<file path="src/sv/tte_pkg.sv">
// tte_pkg: shared constants, opcodes and controller/datapath command types
// for the timer table engine; no dependencies
package tte_pkg;

  localparam int NUM_SLOTS_DEF   = 16;
  localparam int MS_PER_TICK_DEF = 200;
  localparam int OWNER_LIMIT     = 100;
  localparam int MAX_RESULTS     = 16;
  localparam int TICK_W          = 16;
  localparam int DELAY_W         = 24;
  localparam int SLOT_OUT_W      = 6;

  localparam logic [2:0] OP_CREATE = 3'd0;
  localparam logic [2:0] OP_DELETE = 3'd1;
  localparam logic [2:0] OP_START  = 3'd2;
  localparam logic [2:0] OP_STOP   = 3'd3;
  localparam logic [2:0] OP_TICK   = 3'd4;

  localparam logic [1:0] MODE_FREE = 2'd0;
  localparam logic [1:0] MODE_RUN  = 2'd1;
  localparam logic [1:0] MODE_STOP = 2'd2;

  typedef enum logic [2:0] {
    CMD_NONE,
    CMD_LATCH,
    CMD_EXEC,
    CMD_DIV,
    CMD_WALK_INIT,
    CMD_WALK
  } cmd_t;

  typedef struct packed {
    cmd_t cmd;
  } tte_ctl_t;

  typedef struct packed {
    logic div_done;
    logic walk_done;
  } tte_sts_t;

endpackage

</file>
<file path="src/sv/tte_datapath.sv">
// tte_datapath: slot table, live list, free stack, tick counter, reciprocal
// divider and list walker; uses tte_pkg
module tte_datapath import tte_pkg::*; #(
  parameter int NUM_SLOTS   = NUM_SLOTS_DEF,
  parameter int MS_PER_TICK = MS_PER_TICK_DEF
) (
  input  logic                  clk,
  input  logic                  rst_n,
  input  tte_ctl_t              ctl,
  output tte_sts_t              sts,
  input  logic [2:0]            in_opcode,
  input  logic [5:0]            in_slot_id,
  input  logic                  in_one_shot,
  input  logic [7:0]            in_owner_module,
  input  logic [DELAY_W-1:0]    in_delay_ms,
  output logic                  out_strobe,
  output logic                  out_kind,
  output logic                  out_status,
  output logic [SLOT_OUT_W-1:0] out_slot_out,
  output logic                  out_last
);

  localparam int SW  = (NUM_SLOTS > 1) ? $clog2(NUM_SLOTS) : 1;
  localparam int LW  = $clog2(NUM_SLOTS + 1);
  localparam int RW  = $clog2(MAX_RESULTS + 1);
  localparam logic [LW-1:0] NIL = LW'(NUM_SLOTS);
  // floor(x / d) = (x * ceil(2^sh / d)) >> sh, sh = width + ceil(log2 d)
  localparam int DIV_SH = DELAY_W + $clog2(MS_PER_TICK);
  localparam int MW     = DELAY_W + 1;
  localparam int PW     = DIV_SH + DELAY_W;
  localparam logic [63:0] DIV_M64 =
    ((64'd1 << DIV_SH) + 64'(MS_PER_TICK) - 64'd1) / 64'(MS_PER_TICK);
  localparam logic [MW-1:0] DIV_M = DIV_M64[MW-1:0];

  logic [1:0]        mode_r     [NUM_SLOTS];
  logic              oneshot_r  [NUM_SLOTS];
  logic [6:0]        owner_r    [NUM_SLOTS];
  logic [TICK_W-1:0] period_r   [NUM_SLOTS];
  logic [TICK_W-1:0] deadline_r [NUM_SLOTS];
  logic [LW-1:0]     next_r     [NUM_SLOTS];
  logic [LW-1:0]     prev_r     [NUM_SLOTS];
  logic [SW-1:0]     stack_r    [NUM_SLOTS];
  logic [LW-1:0]     head_r, free_cnt_r, live_cnt_r;
  logic [TICK_W-1:0] now_r;

  logic [2:0]         op_r;
  logic [5:0]         sid_r;
  logic               os_r;
  logic [7:0]         own_r;
  logic [DELAY_W-1:0] quo_r;
  logic               dcnt_r;

  logic [LW-1:0]     cur_r;
  logic [LW-1:0]     steps_r;
  logic [RW-1:0]     k_r;
  logic              pend_r;
  logic [SW-1:0]     pend_id_r;

  logic [SW-1:0]     s_idx, cur_idx, pop_id;
  logic              s_ok, exp_hit, walk_end;
  logic [PW-1:0]     div_prod;

  assign s_idx   = sid_r[SW-1:0];
  assign s_ok    = ({1'b0, sid_r} < 7'(NUM_SLOTS)) && (mode_r[s_idx] != MODE_FREE);
  assign cur_idx = cur_r[SW-1:0];
  assign pop_id  = stack_r[SW'(free_cnt_r - LW'(1))];
  assign div_prod = PW'(quo_r) * PW'(DIV_M);
  assign exp_hit = (mode_r[cur_idx] == MODE_RUN) && (deadline_r[cur_idx] <= now_r);
  assign walk_end = (cur_r >= NIL) || (steps_r >= NIL);

  assign sts.div_done  = !dcnt_r;
  assign sts.walk_done = walk_end;

  always_ff @(posedge clk) begin
    out_strobe <= 1'b0;
    if (!rst_n) begin
      for (int i = 0; i < NUM_SLOTS; i++) begin
        mode_r[i]     <= MODE_FREE;
        oneshot_r[i]  <= 1'b0;
        owner_r[i]    <= '0;
        period_r[i]   <= '0;
        deadline_r[i] <= '0;
        next_r[i]     <= NIL;
        prev_r[i]     <= NIL;
        stack_r[i]    <= SW'(NUM_SLOTS - 1 - i);
      end
      head_r     <= NIL;
      free_cnt_r <= LW'(NUM_SLOTS);
      live_cnt_r <= '0;
      now_r      <= '0;
      dcnt_r     <= 1'b0;
      pend_r     <= 1'b0;
      out_strobe <= 1'b0;
    end else begin
      unique case (ctl.cmd)
        CMD_NONE: ;
        CMD_LATCH: begin
          op_r   <= in_opcode;
          sid_r  <= in_slot_id;
          os_r   <= in_one_shot;
          own_r  <= in_owner_module;
          quo_r  <= in_delay_ms;
          dcnt_r <= 1'b1;
        end
        CMD_DIV: begin
          // delay over ticks by reciprocal multiply
          quo_r  <= div_prod[DIV_SH +: DELAY_W];
          dcnt_r <= 1'b0;
        end
        CMD_EXEC: begin
          out_strobe   <= 1'b1;
          out_kind     <= 1'b0;
          out_status   <= 1'b1;
          out_slot_out <= '0;
          out_last     <= 1'b1;
          if (op_r == OP_CREATE) begin
            if (own_r < 8'(OWNER_LIMIT) && free_cnt_r != '0) begin
              free_cnt_r <= free_cnt_r - LW'(1);
              prev_r[pop_id]     <= NIL;
              next_r[pop_id]     <= head_r;
              if (head_r < NIL) prev_r[head_r[SW-1:0]] <= LW'(pop_id);
              head_r             <= LW'(pop_id);
              live_cnt_r         <= live_cnt_r + LW'(1);
              mode_r[pop_id]     <= MODE_STOP;
              oneshot_r[pop_id]  <= os_r;
              owner_r[pop_id]    <= own_r[6:0];
              period_r[pop_id]   <= '0;
              deadline_r[pop_id] <= '0;
              out_status   <= 1'b0;
              out_slot_out <= SLOT_OUT_W'(pop_id);
            end
          end else if (op_r <= OP_STOP && s_ok) begin
            if (op_r == OP_DELETE) begin
              if (live_cnt_r != '0) begin
                out_status <= 1'b0;
                live_cnt_r <= live_cnt_r - LW'(1);
                if (live_cnt_r == LW'(1)) begin
                  head_r <= NIL;
                end else begin
                  if (prev_r[s_idx] < NIL) next_r[prev_r[s_idx][SW-1:0]] <= next_r[s_idx];
                  else head_r <= next_r[s_idx];
                  if (next_r[s_idx] < NIL) prev_r[next_r[s_idx][SW-1:0]] <= prev_r[s_idx];
                end
                mode_r[s_idx]     <= MODE_FREE;
                oneshot_r[s_idx]  <= 1'b0;
                owner_r[s_idx]    <= '0;
                period_r[s_idx]   <= '0;
                deadline_r[s_idx] <= '0;
                next_r[s_idx]     <= NIL;
                prev_r[s_idx]     <= NIL;
                if (free_cnt_r < NIL) begin
                  stack_r[free_cnt_r[SW-1:0]] <= s_idx;
                  free_cnt_r <= free_cnt_r + LW'(1);
                end
              end
            end else if (op_r == OP_START) begin
              out_status        <= 1'b0;
              mode_r[s_idx]     <= MODE_RUN;
              period_r[s_idx]   <= quo_r[TICK_W-1:0];
              deadline_r[s_idx] <= now_r + quo_r[TICK_W-1:0];
            end else begin
              out_status    <= 1'b0;
              mode_r[s_idx] <= MODE_STOP;
            end
          end
        end
        CMD_WALK_INIT: begin
          now_r   <= now_r + TICK_W'(1);
          cur_r   <= head_r;
          steps_r <= '0;
          k_r     <= '0;
          pend_r  <= 1'b0;
        end
        CMD_WALK: begin
          // one result is held back so that last can be set on it
          if (!walk_end) begin
            if (exp_hit) begin
              if (k_r < RW'(MAX_RESULTS)) begin
                if (pend_r) begin
                  out_strobe   <= 1'b1;
                  out_kind     <= 1'b1;
                  out_status   <= 1'b0;
                  out_slot_out <= SLOT_OUT_W'(pend_id_r);
                  out_last     <= 1'b0;
                end
                pend_r    <= 1'b1;
                pend_id_r <= cur_idx;
                k_r       <= k_r + RW'(1);
              end
              if (oneshot_r[cur_idx]) mode_r[cur_idx] <= MODE_STOP;
              else deadline_r[cur_idx] <= now_r + period_r[cur_idx];
            end
            cur_r   <= next_r[cur_idx];
            steps_r <= steps_r + LW'(1);
          end else begin
            out_strobe   <= 1'b1;
            out_kind     <= pend_r;
            out_status   <= 1'b0;
            out_slot_out <= pend_r ? SLOT_OUT_W'(pend_id_r) : '0;
            out_last     <= 1'b1;
          end
        end
        default: ;
      endcase
    end
  end

endmodule

</file>
<file path="src/sv/tte_ctrl.sv">
// tte_ctrl: command sequencer for the timer table engine; uses tte_pkg
module tte_ctrl import tte_pkg::*; (
  input  logic       clk,
  input  logic       rst_n,
  input  logic       start,
  input  logic [2:0] in_opcode,
  input  tte_sts_t   sts,
  output tte_ctl_t   ctl,
  output logic       busy
);

  typedef enum logic [2:0] {S_IDLE, S_DIV, S_EXEC, S_TINIT, S_WALK, S_DONE} state_t;
  state_t state_r;

  always_comb begin
    unique case (state_r)
      S_IDLE:  ctl.cmd = start ? CMD_LATCH : CMD_NONE;
      S_DIV:   ctl.cmd = sts.div_done ? CMD_EXEC : CMD_DIV;
      S_EXEC:  ctl.cmd = CMD_EXEC;
      S_TINIT: ctl.cmd = CMD_WALK_INIT;
      S_WALK:  ctl.cmd = CMD_WALK;
      S_DONE:  ctl.cmd = CMD_NONE;
      default: ctl.cmd = CMD_NONE;
    endcase
  end

  always_ff @(posedge clk) begin
    if (!rst_n) begin
      state_r <= S_IDLE;
      busy    <= 1'b0;
    end else begin
      unique case (state_r)
        S_IDLE: if (start) begin
          busy <= 1'b1;
          if (in_opcode == OP_TICK) state_r <= S_TINIT;
          else if (in_opcode == OP_START) state_r <= S_DIV;
          else state_r <= S_EXEC;
        end
        S_DIV:   if (sts.div_done) state_r <= S_DONE;
        S_EXEC:  state_r <= S_DONE;
        S_TINIT: state_r <= S_WALK;
        S_WALK:  if (sts.walk_done) state_r <= S_DONE;
        S_DONE: begin
          state_r <= S_IDLE;
          busy    <= 1'b0;
        end
        default: state_r <= S_IDLE;
      endcase
    end
  end

endmodule

</file>
<file path="src/sv/timer_table_engine_top.sv">
// timer_table_engine_top: top level of the timer table engine
// instantiates tte_ctrl and tte_datapath; uses tte_pkg
//
// usage
//  - a request is taken at a rising edge with start high and busy low;
//    its fields sit on in_opcode, in_slot_id, in_one_shot, in_owner_module
//    and in_delay_ms
//  - each result is on out_kind, out_status, out_slot_out and out_last for
//    exactly one cycle, marked by out_strobe; the receiver cannot stall
//  - create, delete, stop and bad opcodes: one reply per request
//  - start: the period comes from a reciprocal multiply by the constant
//    tick length
//  - tick: the walker visits one live slot per cycle in list order;
//    expiries stream out, the last flagged by out_last, and a tick with no
//    expiry gives one reply
//  - synchronous active-low reset empties the table, stacks ids ascending
//    with 0 on top and zeroes the tick counter
module timer_table_engine_top import tte_pkg::*; #(
  parameter int NUM_SLOTS   = NUM_SLOTS_DEF,
  parameter int MS_PER_TICK = MS_PER_TICK_DEF
) (
  input  logic                  clk,
  input  logic                  rst_n,
  input  logic                  start,
  output logic                  busy,
  input  logic [2:0]            in_opcode,
  input  logic [5:0]            in_slot_id,
  input  logic                  in_one_shot,
  input  logic [7:0]            in_owner_module,
  input  logic [DELAY_W-1:0]    in_delay_ms,
  output logic                  out_strobe,
  output logic                  out_kind,
  output logic                  out_status,
  output logic [SLOT_OUT_W-1:0] out_slot_out,
  output logic                  out_last
);

  tte_ctl_t ctl;
  tte_sts_t sts;

  // sequencer
  tte_ctrl u_ctrl (
    .clk, .rst_n, .start, .in_opcode, .sts, .ctl, .busy
  );

  // table storage and walker
  tte_datapath #(.NUM_SLOTS(NUM_SLOTS), .MS_PER_TICK(MS_PER_TICK)) u_dp (
    .clk, .rst_n, .ctl, .sts,
    .in_opcode, .in_slot_id, .in_one_shot, .in_owner_module, .in_delay_ms,
    .out_strobe, .out_kind, .out_status, .out_slot_out, .out_last
  );

  // a result is only produced while a request is in flight
  a_strobe_busy: assert property (@(posedge clk) disable iff (!rst_n)
    out_strobe |-> $past(busy)) else $error("result outside a request");

  // a final result ends the request next cycle
  a_last_release: assert property (@(posedge clk) disable iff (!rst_n)
    (out_strobe && out_last) |=> !busy) else $error("busy after last result");

  // a replied command never reports an expired slot kind with a reject
  a_expiry_ok: assert property (@(posedge clk) disable iff (!rst_n)
    (out_strobe && out_kind) |-> !out_status) else $error("rejected expiry");

endmodule

</file>
<file path="config.mk">
export PLATFORM = sky130hd
export DESIGN_NAME = timer_table_engine_top
export DESIGN_NICKNAME = d
export VERILOG_FILES = /design/src/sv/tte_pkg.sv /design/src/sv/tte_datapath.sv /design/src/sv/tte_ctrl.sv /design/src/sv/timer_table_engine_top.sv
export SDC_FILE = /design/constraint.sdc
export NUM_CORES = 2
export LEC_CHECK = 0
export ABC_CLOCK_PERIOD_IN_PS = 9000
export BUFFER_PORTS_ARGS = -buffer_cell sky130_fd_sc_hd__buf_4
export CAP_MARGIN = 20
export CORE_UTILIZATION = 30
export CTS_BUF_LIST = sky130_fd_sc_hd__clkbuf_2
export CTS_CLUSTER_DIAMETER = 150
export DETAILED_ROUTE_END_ITERATION = 12
export SLEW_MARGIN = 20
export SYNTH_ARGS = -nofsm -noshare
export SYNTH_HDL_FRONTEND = slang
export SYNTH_SLANG_ARGS = --single-unit
</file>
<file path="constraint.sdc">
create_clock -name clk -period 9 [get_ports clk]
set_input_delay 0.45 -clock clk [delete_from_list [all_inputs] [get_ports clk]]
set_output_delay 0.45 -clock clk [all_outputs]
set_load 0.01 [all_outputs]
</file>
==> flow_summary.ini <==
[worst_setup_path]
cp_cell_sequence = ha_1, inv_1, fa_1, inv_1, fa_1, fa_1, fa_1, fa_1, inv_1, fa_1, inv_1, ha_1, a21oi_1, o21ai_0, a221oi_1, o22ai_1, nor4_1, o21ai_0, a21oi_1, xor2_1, o21ai_0
critPathKind = flop to flop
cp.arrival_ns = 9.12
path_common_cell = fa_1
cp_slowest_cell = edfxtp_1
crit_family = adder cells
startpoint_type = flop
cp.buffers_inverters = 4
max_stage_delay_ns = 0.79
crit_path_end_kind = flop
crit_path_max_fanout = 8
cp.required_ns = 10.38

[sta]
grt_setup_unrepaired = no
fin_worst_skew_ns = 0.1383
maxSlewHeadroom = 0.2118
whs_ns = 0.1803
setup_ws_ns = 1.255
fmax_mhz = 129.1
setup_tns_ns = 0
slew_viol_final = 0
fin_crit_sh = 0.8606
worst_pin_slew_ns = 1.159
setup-violations-final = 0
hold_violations = 0
min_period_ns = 7.745

[drt]
vias_per_cell = 5.105
wl_um = 149400
drtAntennaViolNets = 0
dr.pass1.iters = 10
detail_route.wl_per_cell_um = 20.88
drt_iter0_markers = 3581
drc = 12
vias = 36508

[floorplan]
start_util = 0.3024
die_y_um = 423.8
die_w_um = 423.8
dieArea_sq_mm = 0.1796
io_pins = 56
coreArea_sq_mm = 0.1765
num_rows = 154

[power]
power_density_mw_per_mm2 = 338.1
power_uw = 20060
p_leak_uw = 0.02193
peakVddDrop_mv = 0.8669

[hold_path]
hold_class = primary input to flop

[yosys]
synth_edf_count = 754
synth_area_leader_cell = edfxtp_1
synth_ff_type = edfxtp_1
synth_warnings = 0
syn_area_sq_mm = 0.05338
synth.area.top_cells = edfxtp_1 (42%), mux4_2 (11%), fa_1 (7.6%)
synth_cells = 4432
ys_seq_elements = 896
avgSynthCellArea_sq_um = 12.04
yosys-top-cells-count = nor2_1 (793), edfxtp_1 (754), nand2_1 (360)
yosysUniqueCellTypes = 106
yosysTopAreaCellShare = 0.4242
synth.most_common_cell = nor2_1
ys_seq_area_frac = 0.4774
async_flop_share = 0

[placed_design]
dp_slack_ns = 1.345
placement.io_buffers = 51
place_congestion = 0.9170
dp_hpwl_um = 104500

[cts]
cts-buffers-inserted = 222
root_buffer = clkbuf_2
cts_tree = built
clock_latency_ns = 1.69
post_cts_buffers = 0
h-tree-depth = 4
clk_pin_slew_worst_paths_ns = 0.11
clock-sinks = 896
cts.hold.buffers_added = 108
cts_resized = 0
cts_buffer_depth = 3

[grt]
grt_pass1_vias = 37600
grt_start_max_net_pins = 72
grt_first_pass_wirelength_um = 228300
grt_use_total = 0.1660
antenna_found_initial = 4
grt_overflow = 0

[finish]
drive_gt1_frac = 0.1732
finalNetCount = 5199
area_growth_pct = 11.17

[outcome]
status = finished with violations
violations = DRC

[job]
max_cap_violations = 0
-- layer usage --
layer  track usage  part of all wire
met1        0.2206              0.43
met2        0.2723              0.48
met3       0.03104             0.069
met4       0.05331             0.026
met5             0                 0
-- metrics by stage --
step	utilization	instance area [sq um]	instances
final	0.3362	59340	7152
after detailed placement	0.3186	56230	6650
after floorplan	-	53390	4433
after CTS	0.3360	59300	7144
after global placement	0.3186	56230	6650
after global routing	0.3362	59330	7148
-- area by class of cell --
| class | instances | area [sq um] |
|---|---|---|
| Tap cell | 2340 | 2928 |
| Clock buffer | 322 | 1612 |
| Fill cell | 17639 | 117200 |
| Sequential cell | 896 | 25500 |
| Multi-Input combinational cell | 2960 | 25650 |
| Antenna cell | 8 | 20.02 |
| Timing Repair Buffer | 229 | 2003 |
| Inverter | 333 | 1250 |
| Clock inverter | 64 | 374.1 |
-- placed cells by master, fill, tap and decap left out, types with 36 or more instances in the layout --
master         count
a21oi_1           79
and2_1            36
buf_4            120
clkbuf_2         322
clkinv_1          42
dfxtp_1          136
dlygate4sd3_1    107
edfxtp_1         754
fa_1             203
ha_1             309
inv_1            329
mux2_1            56
mux2i_1           37
mux4_2           257
nand2_1          360
nand3_1           69
nor2_1           793
nor3_1            70
o21ai_0          118
or3_1             37
xnor2_1           49
-- cells by family (layout without fill, tap and decap cells) --
logic type                 count (synthesis)  after routing  synth area share
other                                      1             10        0.00007025
DFF                                      896            896            0.4774
muxes                                    383            383            0.1351
and+or+nand+nor                         1533           1533            0.1253
buffers and inverters                    577            948           0.04317
adders and majority gates                512            512            0.1486
xor gates and xnor gates                  75             75           0.01245
AOI/OAI and AO/OA                        455            455           0.05796
-- power by group --
part | switching [uW] | internal (uW)
clock network | 1760 | 1040
logic | 7050 | 5400
registers | 174 | 4640
total | 8980 | 11100
-- sequential cells by signal, indices dropped and copies added (netlist names), 5 cells and up, named ones only --
| register | count |
|---|---|
| u_dp.head_r | 5 |
| u_dp.cur_r | 5 |
| u_dp.mode_r | 32 |
| u_dp.next_r | 80 |
| u_dp.sid_r | 6 |
| u_dp.deadline_r | 256 |
| u_dp.now_r | 16 |
| u_dp.free_cnt_r | 5 |
| u_dp.steps_r | 5 |
| u_dp.oneshot_r | 16 |
| u_dp.stack_r | 64 |
| u_dp.own_r | 6 |
| u_dp.k_r | 5 |
| u_dp.quo_r | 24 |
| u_dp.prev_r | 80 |
| u_dp.live_cnt_r | 5 |
| u_dp.period_r | 256 |
-- worst register-to-register path, cell delays in order (launching register included) --
cell and delay [ns]:
edfxtp_1 0.79, ha_1 0.55, inv_1 0.11, fa_1 0.49, inv_1 0.05, fa_1 0.48
fa_1 0.52, fa_1 0.51, fa_1 0.49, inv_1 0.05, fa_1 0.47, inv_1 0.04
ha_1 0.29, a21oi_1 0.15, o21ai_0 0.20, a221oi_1 0.53, o22ai_1 0.24, nor4_1 0.76
o21ai_0 0.29, a21oi_1 0.24, xor2_1 0.15, o21ai_0 0.08
-- final timing paths --
check	start	to	slack, ns	cells past startpoint
max	u_dp.quo_r[9]	u_dp.quo_r[15]	1.25	21
min	in_delay_ms[18]	u_dp.quo_r[18]	0.18	4
max reg2reg	u_dp.quo_r[9]	u_dp.quo_r[15]	1.25	21
min reg2reg	u_dp.oneshot_r[15]	u_dp.oneshot_r[15]	0.47	2
No activity file was read; power rests on OpenSTA's default activity.
